--- config.mk ---
export PLATFORM = sky130hd
export DESIGN_NAME = hsl_to_rgb_converter
export DESIGN_NICKNAME = d
export VERILOG_FILES = /design/src/rtl/core/hsl_pkg.sv /design/src/rtl/core/hsl_to_rgb_converter.sv /design/src/rtl/core/hsl_inter.sv /design/src/rtl/core/hsl_chan.sv
export VERILOG_INCLUDE_DIRS = /design/src /design/src/rtl/core
export SDC_FILE = /design/constraint.sdc
export NUM_CORES = 2
export LEC_CHECK = 0
export BUFFER_PORTS_ARGS = -buffer_cell sky130_fd_sc_hd__buf_2
export CAP_MARGIN = 25
export CORE_AREA = 2 2 309 311
export DETAILED_ROUTE_END_ITERATION = 10
export DIE_AREA = 0 0 311 313
export GPL_ROUTABILITY_DRIVEN = 0
export PLACE_DENSITY_LB_ADDON = 0.05
export SETUP_SLACK_MARGIN = 0.4
export SLEW_MARGIN = 25
export SYNTH_ARGS = -nofsm -noshare
export SYNTH_HDL_FRONTEND = slang
export SYNTH_SLANG_ARGS = --single-unit
--- constraint.sdc ---
create_clock -name clk_i -period 6.1 [get_ports clk_i]
set_input_delay 0.915 -clock clk_i [delete_from_list [all_inputs] [get_ports clk_i]]
set_output_delay 0.915 -clock clk_i [all_outputs]
set_load 0.05 [all_outputs]
--- src/rtl/core/assert_macros.svh ---
// assertion macros used by the converter top level
`ifndef ASSERT_MACROS_SVH
`define ASSERT_MACROS_SVH

// clocked check, off while reset is asserted
`define HSL_ASSERT(name, prop, msg) \
  name: assert property (@(posedge clk_i) disable iff (!rst_ni) prop) else $error(msg);

// clocked check that also holds during reset
`define HSL_ASSERT_ALWAYS(name, prop, msg) \
  name: assert property (@(posedge clk_i) prop) else $error(msg);

`endif

--- src/rtl/core/hsl_pkg.sv ---
// shared constants and types for the hsl to rgb converter
`default_nettype none
package hsl_pkg;

  localparam int FRAC_BITS = 16;
  localparam int HUE_W     = FRAC_BITS;
  localparam int VAL_W     = FRAC_BITS + 1;
  localparam int X6_W      = HUE_W + 3;
  localparam int P1_W      = 2 * VAL_W + 1;
  localparam int P3_W      = 2 * VAL_W;

  localparam int IN_BITS   = HUE_W + 2 * VAL_W;
  localparam int IN_W      = ((IN_BITS + 7) / 8) * 8;
  localparam int OUT_BITS  = 3 * VAL_W;
  localparam int OUT_W     = ((OUT_BITS + 7) / 8) * 8;

  localparam logic [VAL_W-1:0] ONE = VAL_W'(1) << FRAC_BITS;
  localparam logic [HUE_W-1:0] THIRD = HUE_W'(((2 ** FRAC_BITS) + 1) / 3);
  localparam logic [HUE_W-1:0] ONE_MINUS_THIRD =
    HUE_W'((2 ** FRAC_BITS) - (((2 ** FRAC_BITS) + 1) / 3));

  typedef enum logic [1:0] {
    SEG_RISE = 2'd0,
    SEG_HIGH = 2'd1,
    SEG_FALL = 2'd2,
    SEG_LOW  = 2'd3
  } seg_e;

  typedef struct packed {
    logic s1;
    logic s2;
    logic s3;
    logic s4;
  } pipe_en_t;

endpackage
`default_nettype wire

--- src/rtl/core/hsl_to_rgb_converter.sv ---
// hsl to rgb converter top level: stream ports and pipeline flow control
//
//   channel  dir  beat fields (low bit first)
//   s_axis   in   hue[15:0] saturation[32:16] lightness[49:33], zero pad to 56
//   m_axis   out  red[16:0] green[33:17] blue[50:34], zero pad to 56
//
// four register stages: multiply for the intermediates, finish the
// intermediates and pick the hue segment, ramp multiply, final select
// one beat per clock in and out while m_axis does not stall
// rst_ni clears only the stage valid bits, datapath registers are not reset
// a stall at m_axis fills empty stages first, s_axis_tready drops only
// when all four stages hold a beat
`default_nettype none
`include "assert_macros.svh"
module hsl_to_rgb_converter import hsl_pkg::*; (
  input  wire logic             clk_i,
  input  wire logic             rst_ni,
  input  wire logic             s_axis_tvalid_i,
  output logic                  s_axis_tready_o,
  // hue, saturation, lightness, zero pad
  input  wire logic [IN_W-1:0]  s_axis_tdata_i,
  output logic                  m_axis_tvalid_o,
  input  wire logic             m_axis_tready_i,
  // red, green, blue, zero pad
  output logic      [OUT_W-1:0] m_axis_tdata_o
);

  logic [3:0] valid_q, valid_d;
  logic [3:0] rdy;
  pipe_en_t   en;

  logic [HUE_W-1:0] hue, x_red, x_green, x_blue;
  logic [VAL_W-1:0] saturation, lightness;
  logic [VAL_W-1:0] d, t1, t2, light;
  logic             grey;
  logic [VAL_W-1:0] red, green, blue;

  // a stage may load when it is empty or its contents move on
  always_comb begin
    rdy[3] = !valid_q[3] || m_axis_tready_i;
    rdy[2] = !valid_q[2] || rdy[3];
    rdy[1] = !valid_q[1] || rdy[2];
    rdy[0] = !valid_q[0] || rdy[1];
    en.s1  = rdy[0];
    en.s2  = rdy[1];
    en.s3  = rdy[2];
    en.s4  = rdy[3];
    valid_d[0] = rdy[0] ? s_axis_tvalid_i : valid_q[0];
    valid_d[1] = rdy[1] ? valid_q[0] : valid_q[1];
    valid_d[2] = rdy[2] ? valid_q[1] : valid_q[2];
    valid_d[3] = rdy[3] ? valid_q[2] : valid_q[3];
  end

  always_ff @(posedge clk_i or negedge rst_ni) begin
    if (!rst_ni) begin
      valid_q <= '0;
    end else begin
      valid_q <= valid_d;
    end
  end

  assign hue        = s_axis_tdata_i[HUE_W-1:0];
  assign saturation = s_axis_tdata_i[HUE_W+VAL_W-1:HUE_W];
  assign lightness  = s_axis_tdata_i[HUE_W+2*VAL_W-1:HUE_W+VAL_W];

  hsl_inter u_inter (
    .clk_i        (clk_i),
    .en_i         (en),
    .hue_i        (hue),
    .saturation_i (saturation),
    .lightness_i  (lightness),
    .x_red_o      (x_red),
    .x_green_o    (x_green),
    .x_blue_o     (x_blue),
    .d_o          (d),
    .t1_o         (t1),
    .t2_o         (t2),
    .light_o      (light),
    .grey_o       (grey)
  );

  hsl_chan u_chan_red (
    .clk_i   (clk_i),
    .en_i    (en),
    .x_i     (x_red),
    .d_i     (d),
    .t1_i    (t1),
    .t2_i    (t2),
    .light_i (light),
    .grey_i  (grey),
    .value_o (red)
  );

  hsl_chan u_chan_green (
    .clk_i   (clk_i),
    .en_i    (en),
    .x_i     (x_green),
    .d_i     (d),
    .t1_i    (t1),
    .t2_i    (t2),
    .light_i (light),
    .grey_i  (grey),
    .value_o (green)
  );

  hsl_chan u_chan_blue (
    .clk_i   (clk_i),
    .en_i    (en),
    .x_i     (x_blue),
    .d_i     (d),
    .t1_i    (t1),
    .t2_i    (t2),
    .light_i (light),
    .grey_i  (grey),
    .value_o (blue)
  );

  assign s_axis_tready_o = rdy[0];
  assign m_axis_tvalid_o = valid_q[3];
  assign m_axis_tdata_o  = OUT_W'({blue, green, red});

  `HSL_ASSERT(a_ready_low_full, !s_axis_tready_o |-> (valid_q == 4'b1111), "input stalled with an empty stage")
  `HSL_ASSERT(a_out_from_stage3, $rose(m_axis_tvalid_o) |-> $past(valid_q[2]), "output beat without a predecessor")
  `HSL_ASSERT(a_out_in_range, m_axis_tvalid_o |-> (red <= ONE && green <= ONE && blue <= ONE), "channel above one")

endmodule
`default_nettype wire

--- src/rtl/core/hsl_inter.sv ---
// clamping and the shared intermediates t1, t2 and their difference, stages one to three
`default_nettype none
module hsl_inter import hsl_pkg::*; (
  input  wire logic             clk_i,
  input  wire pipe_en_t         en_i,
  input  wire logic [HUE_W-1:0] hue_i,
  input  wire logic [VAL_W-1:0] saturation_i,
  input  wire logic [VAL_W-1:0] lightness_i,
  output logic      [HUE_W-1:0] x_red_o,
  output logic      [HUE_W-1:0] x_green_o,
  output logic      [HUE_W-1:0] x_blue_o,
  output logic      [VAL_W-1:0] d_o,
  output logic      [VAL_W-1:0] t1_o,
  output logic      [VAL_W-1:0] t2_o,
  output logic      [VAL_W-1:0] light_o,
  output logic                  grey_o
);

  logic [VAL_W-1:0] s_c, l_c;
  logic             low_c;
  logic [VAL_W:0]   mul_b;

  // stage one
  logic [VAL_W-1:0] s1_s_q, s1_l_q;
  logic [P1_W-1:0]  s1_prod_q;
  logic             s1_low_q, s1_grey_q;
  logic [HUE_W-1:0] s1_xr_q, s1_xg_q, s1_xb_q;

  // stage two
  logic [VAL_W+1:0] p_hi, t2_wide;
  logic [VAL_W:0]   sum_ls, t1_wide;
  logic [VAL_W-1:0] t2_d, t1_d;
  logic [VAL_W-1:0] s2_t1_q, s2_t2_q, s2_d_q, s2_l_q;
  logic             s2_grey_q;

  // stage three
  logic [VAL_W-1:0] s3_t1_q, s3_t2_q, s3_l_q;
  logic             s3_grey_q;

  always_comb begin
    s_c   = (saturation_i > ONE) ? ONE : saturation_i;
    l_c   = (lightness_i > ONE) ? ONE : lightness_i;
    low_c = {l_c, 1'b0} < {1'b0, ONE};
    mul_b = low_c ? ({1'b0, ONE} + {1'b0, s_c}) : {1'b0, s_c};
  end

  always_ff @(posedge clk_i) begin
    if (en_i.s1) begin
      s1_s_q    <= s_c;
      s1_l_q    <= l_c;
      s1_low_q  <= low_c;
      s1_grey_q <= (s_c == '0);
      s1_prod_q <= P1_W'(l_c) * P1_W'(mul_b);
      s1_xr_q   <= hue_i + THIRD;
      s1_xg_q   <= hue_i;
      s1_xb_q   <= hue_i + ONE_MINUS_THIRD;
    end
  end

  always_comb begin
    p_hi    = s1_prod_q[P1_W-1:FRAC_BITS];
    sum_ls  = {1'b0, s1_l_q} + {1'b0, s1_s_q};
    t2_wide = s1_low_q ? p_hi : ({1'b0, sum_ls} - p_hi);
    t2_d    = t2_wide[VAL_W-1:0];
    t1_wide = {s1_l_q, 1'b0} - {1'b0, t2_d};
    t1_d    = t1_wide[VAL_W-1:0];
  end

  always_ff @(posedge clk_i) begin
    if (en_i.s2) begin
      s2_t1_q   <= t1_d;
      s2_t2_q   <= t2_d;
      s2_d_q    <= t2_d - t1_d;
      s2_l_q    <= s1_l_q;
      s2_grey_q <= s1_grey_q;
    end
  end

  always_ff @(posedge clk_i) begin
    if (en_i.s3) begin
      s3_t1_q   <= s2_t1_q;
      s3_t2_q   <= s2_t2_q;
      s3_l_q    <= s2_l_q;
      s3_grey_q <= s2_grey_q;
    end
  end

  assign x_red_o   = s1_xr_q;
  assign x_green_o = s1_xg_q;
  assign x_blue_o  = s1_xb_q;
  assign d_o       = s2_d_q;
  assign t1_o      = s3_t1_q;
  assign t2_o      = s3_t2_q;
  assign light_o   = s3_l_q;
  assign grey_o    = s3_grey_q;

endmodule
`default_nettype wire

--- src/rtl/core/hsl_chan.sv ---
// hue ramp for one color channel, stages two to four
`default_nettype none
module hsl_chan import hsl_pkg::*; (
  input  wire logic             clk_i,
  input  wire pipe_en_t         en_i,
  input  wire logic [HUE_W-1:0] x_i,
  input  wire logic [VAL_W-1:0] d_i,
  input  wire logic [VAL_W-1:0] t1_i,
  input  wire logic [VAL_W-1:0] t2_i,
  input  wire logic [VAL_W-1:0] light_i,
  input  wire logic             grey_i,
  output logic      [VAL_W-1:0] value_o
);

  logic [X6_W-1:0]  x6;
  logic [HUE_W+1:0] x3;
  logic [X6_W-1:0]  fall_m;
  seg_e             seg_d;
  logic [VAL_W-1:0] m_d;

  seg_e             s2_seg_q, s3_seg_q;
  logic [VAL_W-1:0] s2_m_q;
  logic [P3_W-1:0]  s3_prod_q;
  logic [VAL_W+1:0] ramp_sum;
  logic [VAL_W-1:0] value_d, value_q;

  always_comb begin
    x6     = (X6_W'(x_i) << 2) + (X6_W'(x_i) << 1);
    x3     = {2'b0, x_i} + {1'b0, x_i, 1'b0};
    fall_m = (X6_W'(ONE) << 2) - x6;
    m_d    = '0;
    if (x6 < X6_W'(ONE)) begin
      seg_d = SEG_RISE;
      m_d   = x6[VAL_W-1:0];
    end else if (!x_i[HUE_W-1]) begin
      seg_d = SEG_HIGH;
    end else if (x3 < ((HUE_W+2)'(ONE) << 1)) begin
      seg_d = SEG_FALL;
      m_d   = fall_m[VAL_W-1:0];
    end else begin
      seg_d = SEG_LOW;
    end
  end

  always_ff @(posedge clk_i) begin
    if (en_i.s2) begin
      s2_seg_q <= seg_d;
      s2_m_q   <= m_d;
    end
  end

  always_ff @(posedge clk_i) begin
    if (en_i.s3) begin
      s3_seg_q  <= s2_seg_q;
      s3_prod_q <= P3_W'(d_i) * P3_W'(s2_m_q);
    end
  end

  always_comb begin
    ramp_sum = {2'b0, t1_i} + s3_prod_q[P3_W-1:FRAC_BITS];
    if (grey_i) begin
      value_d = light_i;
    end else begin
      case (s3_seg_q)
        SEG_RISE, SEG_FALL: value_d = ramp_sum[VAL_W-1:0];
        SEG_HIGH:           value_d = t2_i;
        SEG_LOW:            value_d = t1_i;
        default:            value_d = t1_i;
      endcase
    end
  end

  always_ff @(posedge clk_i) begin
    if (en_i.s4) begin
      value_q <= value_d;
    end
  end

  assign value_o = value_q;

endmodule
`default_nettype wire

# After elaboration in Yosys (flattened, before gate mapping)
# Cells that the tools add are included.
[word_totals]
regBits = 455
elab_cells = 126
[op_classes]
n_mux = 25
bitwise = 3
addsub = 19
n_reduce_logical = 18
magnitude_cmp = 9
mul = 4
eq_ne = 9
[ops]
columns = ["cell", "n"]
rows = [
  ["17-bit 2-to-1 mux", 15],
  ["17-bit case mux with 3 select lines", 3],
  ["17-bit by 17-bit multiplier with 33-bit output", 3],
  ["17-bit adder", 4],
  ["18-bit by 17-bit adder with 19-bit output", 3],
  ["19-bit by 17-bit < comparator with 1-bit output (second input constant)", 3],
  ["16-bit by 17-bit adder with 18-bit output", 3],
  ["18-bit < comparator (second input constant)", 3],
  ["1-bit by 17-bit subtractor with 17-bit output (first input constant)", 3],
  ["17-bit subtractor", 3],
  ["17-bit > comparator (second input constant)", 2],
  ["17-bit by 18-bit multiplier with 33-bit output", 1],
  ["17-bit by 17-bit adder with 18-bit output (first input constant)", 1],
  ["18-bit by 17-bit < comparator with 1-bit output (second input constant)", 1],
  ["18-bit 2-to-1 mux", 1],
  ["17-bit logical NOT", 1],
  ["16-bit by 15-bit adder with 16-bit output (second input constant)", 1],
  ["16-bit adder (second input constant)", 1],
  ["2-bit equality test (second input constant)", 6],
  ["2-bit OR reduction", 6],
  ["2-bit by 1-bit equality test with 1-bit output (second input constant)", 3],
  ["2-bit logical NOT", 3],
  ["1-bit 2-to-1 mux", 6],
  ["1-bit logical NOT", 4],
  ["2 further kinds", 7],
]

# Logic depth before layout (Yosys ltp)
[logic_depth]
ltp_word = 5
mapped_depth = 30
ltp_nobuf = 29

# Cells and area by module
# Synthesis repeated with hierarchy kept, for this count alone.
[hier_totals]
cells_unflattened = 6055
area_unflattened_um2 = 57999.4
[modules_own_cells]
columns = ["module", "area_each_um2", "seq_area_each_um2", "cells_per_inst", "instances"]
rows = [
  ["hsl_inter", 19439.9, 6546.3, 1858, 1],
  ["hsl_chan (u_chan_blue)", 12916.1, 1621.6, 1419, 1],
  ["hsl_chan (u_chan_green)", 12808.5, 1621.6, 1402, 1],
  ["hsl_chan (u_chan_red)", 12624.6, 1621.6, 1357, 1],
  ["hsl_to_rgb_converter", 210.2, 100.1, 19, 1],
]

# Worst setup path after synthesis
# OpenSTA, ideal clock, no wires.
[synth_path]
kind = "in2reg"
from = "input s_axis_tdata_i[40]"
to = "register u_inter.s1_prod_q[32] (data pin)"
slack_ns = -1.700
setup_ns = 0.260
arrival_time_ns = 7.540
required_ns = 5.840
n_path_buf = 2
cell_stages = 28
cell_sequence = "nor4_1 > nand4_1 > nand2_1 > clkbuf_1 > nand2_1 > inv_1 > clkbuf_1 > nand2_1 > fa_1 > fa_1 > fa_1 > inv_1 > fa_1 > fa_1 > inv_1 > fa_1 > inv_1 > ha_1 > nand3_1 > or2_2 > a211oi_1 > o21ai_1 > a21o_1 > o22ai_1 > a41oi_1 > a21oi_1 > a21oi_1 > xnor2_1"
[synth_between]
elab_chain_cells = 5
[synth_lines]
columns = ["element", "line_no", "rtl"]
rows = [
  ["from (decl)", "hsl_to_rgb_converter.sv:21", "input wire logic [IN_W-1:0] s_axis_tdata_i,"],
  ["17-bit > comparator (*)", "hsl_inter.sv:42", "l_c = (lightness_i > ONE) ? ONE : lightness_i;"],
  ["17-bit 2-to-1 mux (*)", "hsl_inter.sv:42", ""],
  ["named net u_inter.l_c[2]", "hsl_inter.sv:19", "logic [VAL_W-1:0] s_c, l_c;"],
  ["18-bit by 17-bit < comparator with 1-bit output", "hsl_inter.sv:43", "low_c = {l_c, 1'b0} < {1'b0, ONE};"],
  ["18-bit 2-to-1 mux", "hsl_inter.sv:44", "mul_b = low_c ? ({1'b0, ONE} + {1'b0, s_c}) : {1'b0, s_c};"],
  ["17-bit by 18-bit multiplier with 33-bit output (*)", "hsl_inter.sv:53", "s1_prod_q <= P1_W'(l_c) * P1_W'(mul_b);"],
  ["to (signal assigned)", "hsl_inter.sv:53", ""],
  ["to (decl)", "hsl_inter.sv:25", "logic [P1_W-1:0] s1_prod_q;"],
]
# Mark *: on every way through the listed nets, which the timed path passes. The rest lies on a longest branch.
# A chain may end at the register's enable or synchronous reset.

# Worst setup path after layout
[layout_path]
from = "input s_axis_tdata_i[43]"
to = "register u_inter.s1_prod_q[32] (data pin)"
[layout_between]
elab_chain_cells = 5
[layout_lines]
columns = ["element", "line_no"]
rows = [
  ["17-bit > comparator", "hsl_inter.sv:42"],
  ["17-bit 2-to-1 mux (*)", "hsl_inter.sv:42"],
  ["18-bit by 17-bit < comparator with 1-bit output", "hsl_inter.sv:43"],
  ["18-bit 2-to-1 mux", "hsl_inter.sv:44"],
  ["17-bit by 18-bit multiplier with 33-bit output (*)", "hsl_inter.sv:53"],
]
# Every way passes the cells marked *; elsewhere a longest branch is shown, timed or not.

==> flow_summary.toml <==
[clock_network]
clockRootBuffer = "clkbuf_16"
path_clk_slew_ps = 70
cts_tree = "yes"
cts_made_buffers = 42
clk_latency_ps = 620
clock_sinks = 384
clk_path_buf_depth = 3
htreeDepth = 2

[timing]
fin_crit_ps = 6810
hold_viol_final = 0
worst_slack_ps = -711
finalSetupTns_ps = -22150
finClkSkew_ps = 40.1
worst_pin_slew_ps = 1080
slew_violations = 0
setup_viol = 60
fmax_mhz = 147
rsz0062_at_grt = "true"
period_share_pct = 112
slew_headroom_pct = 28.1

[global_route]
grt_pass1_vias = 43272
use_met2_pct = 49.6
grtUsageTotal_pct = 31.2
use_met1_pct = 44.0
antenna_found_initial = 6
grt_max_degree = 78
grt_pass1_wl_um = 237000
gr-usage-met3_pct = 5.21
grt.overflow.total = 0
busiest_layer = "met2"

[yosys]
ys_seq_area_share_pct = 20.6
synth_top_area_cell = "fa_1"
synth_edf_count = 380
synth_area_per_cell_um2 = 9.53
synth_ff_type = "edfxtp_1"
syn_area_um2 = 56000
synthTopCellsByCount = "inv_1, fa_1, nand2_1"
synth_warnings = 0
synth_cells = 5871
synthArstFlopShare_pct = 1.04
synthDistinctLibCells = 91
synthMostInstantiatedCell = "inv_1"
netlist.area_leader.share_pct = 30.8
synthTopCellsByArea = "fa_1, edfxtp_1, ha_1"
ys_ff_latch = 384

[finish]
fin_util_pct = 70.5
nets = 7940
drive_gt1_share_pct = 18.5
syn_to_final_growth_pct = 18.6
fin_area_um2 = 66400

[run_status]
outcome = "finished with violations"
violations = "setup timing"

[detailed_routing]
drt_pass1_iterations = 6
wire_per_inst_um = 19.5
antenna_left = 0
drt_iter0_drc = 2863
viasPerCell = 5.46
drt_wl_total_um = 151000
via_count = 42276
drc = 0

[floorplan]
fp.dieW_um = 311
core_um2 = 94200
start_util_pct = 59.4
pin_count = 118
fp.dieH_um = 313
fp-row-count = 113
die_area_um2 = 97300

[worst_hold_path]
min_path_type = "input port to asynchronous set/reset pin"

[worst_setup_path]
worstPathArrival_ps = 7170
reg2reg_depth = 27
critPathKind = "input port to flip-flop"
timing.critical_path.buf_inv = 6
start_kind = "input port"
crit_required_ps = 6460
cpPeakStageDelay_ps = 570
crit_family = "adder cells"
crit_path_top_delay_cell = "fa_1"
reg2reg_from = "u_chan_green.s2_m_q[2]"
endpoint_kind = "flip-flop"
timing.rr.end = "u_chan_green.s3_prod_q[31]"
crit_path_end = "u_inter.s1_prod_q[32]"
crit_top_cell = "fa_1"
cp.depth = 28
r2r_slack_ps = -620
critical_path.startpoint = "s_axis_tdata_i[43]"
crit_fanout = 6

[placement]
placed_area_um2 = 61600
dpl.hpwl_um = 118000
port_buffers = 106

[run]
drv_cap = 0
worst register-to-register path, cell delays in order, from the launching register on:
cell and delay (ps):
edfxtp_1 540, buf_4 180, nand2_2 50, fa_1 470, inv_1 50, fa_1 490
inv_1 60, fa_1 500, inv_1 60, fa_1 490, inv_1 60, fa_1 490
inv_2 40, fa_2 500, ha_4 190, or4_4 480, a221oi_2 180, o21ai_1 120
o211ai_1 100, buf_4 190, buf_6 110, buf_6 90, o211a_4 200, o31ai_4 80
a41o_1 240, o21a_1 230, nor2_2 170, xnor2_2 110
placed cells by master (no fill, tap or decap), drive strengths merged, types with 133 or more instances in the layout:
cell type / netlist / layout
nor2: 290 / 290
xnor2: 154 / 154
fa: 862 / 862
a21oi: 176 / 176
buf: 23 / 720
nand2: 785 / 785
ha: 567 / 567
inv: 1203 / 1211
and2: 324 / 324
edfxtp: 380 / 380
o21ai: 133 / 133
cells by family (layout without fill, tap and decap cells):
family | count (synthesis) | count (layout) | synth area share [%]
flip-flops | 384 | 384 | 20.6
multiplexers | 65 | 65 | 1.21
AND/OR/NAND/NOR | 1705 | 1705 | 14.2
AO/OA/AOI/OAI | 636 | 636 | 7.43
XOR/XNOR | 215 | 215 | 3.38
other | 2 | 33 | 0.0134
adder cells (fa/ha/maj) | 1429 | 1429 | 43.5
buffers and inverters | 1435 | 2017 | 9.67
what timing repair did:
item	CTS	global route
buffers inserted	81	46
pin swaps	131	144
hold buffers	0	0
endpoints found under the setup margin	71	72
gates resized for setup	314	167
gates cloned	13	0
per-layer routing:
layer  vias to the layer above  share of wire [%]  wire length [µm]
met4                         4                3.6              5350
li1                      19534                  -                 -
met5                         -              0.017                26
met3                       295                8.1             12200
met1                     20855                 43             64200
met2                      1588                 46             69000
how the worst min path moves through the flow:
stage | start | endpoint | slack (ps) | cells past startpoint
finish | rst_ni | valid_q[3] | 90 | 1
floorplan | u_chan_blue.s2_seg_q[0] | u_chan_blue.s3_seg_q[0] | 400 | 0
CTS | rst_ni | valid_q[3] | 60 | 1
global placement | u_inter.s1_grey_q | u_inter.s2_grey_q | 400 | 0
global route | rst_ni | valid_q[3] | 70 | 1
detailed placement | u_inter.s2_l_q[9] | u_inter.light_o[9] | 400 | 0
layout make-up:
cell class / instances / area (µm²)
timing repair inverter: 2 / 12.5
antenna: 1 / 2.50
clock buffer: 49 / 1080
sequential: 384 / 11500
tap: 1265 / 1580
inverter: 1210 / 4580
clock inverter: 27 / 319
multi-input combinational: 4082 / 41000
timing repair buffer: 729 / 6290
fill: 7162 / 27800
metrics by stage:
| step | setup slack, ps | hold slack, ps | instances |
|---|---|---|---|
| 2_1_floorplan | -912 | 400 | 5901 |
| 3_3_place_gp | -1620 | 402 | 7530 |
| 5_1_grt | -969 | 68.3 | 7748 |
| 3_5_place_dp | -1740 | 405 | 7530 |
| 6_report | -711 | 86.3 | 7749 |
| 4_1_cts | -682 | 58.7 | 7700 |
Power is left out: the tool's default activity adds up to more than one toggle a clock period on the data nets, which glitch-free logic cannot reach.
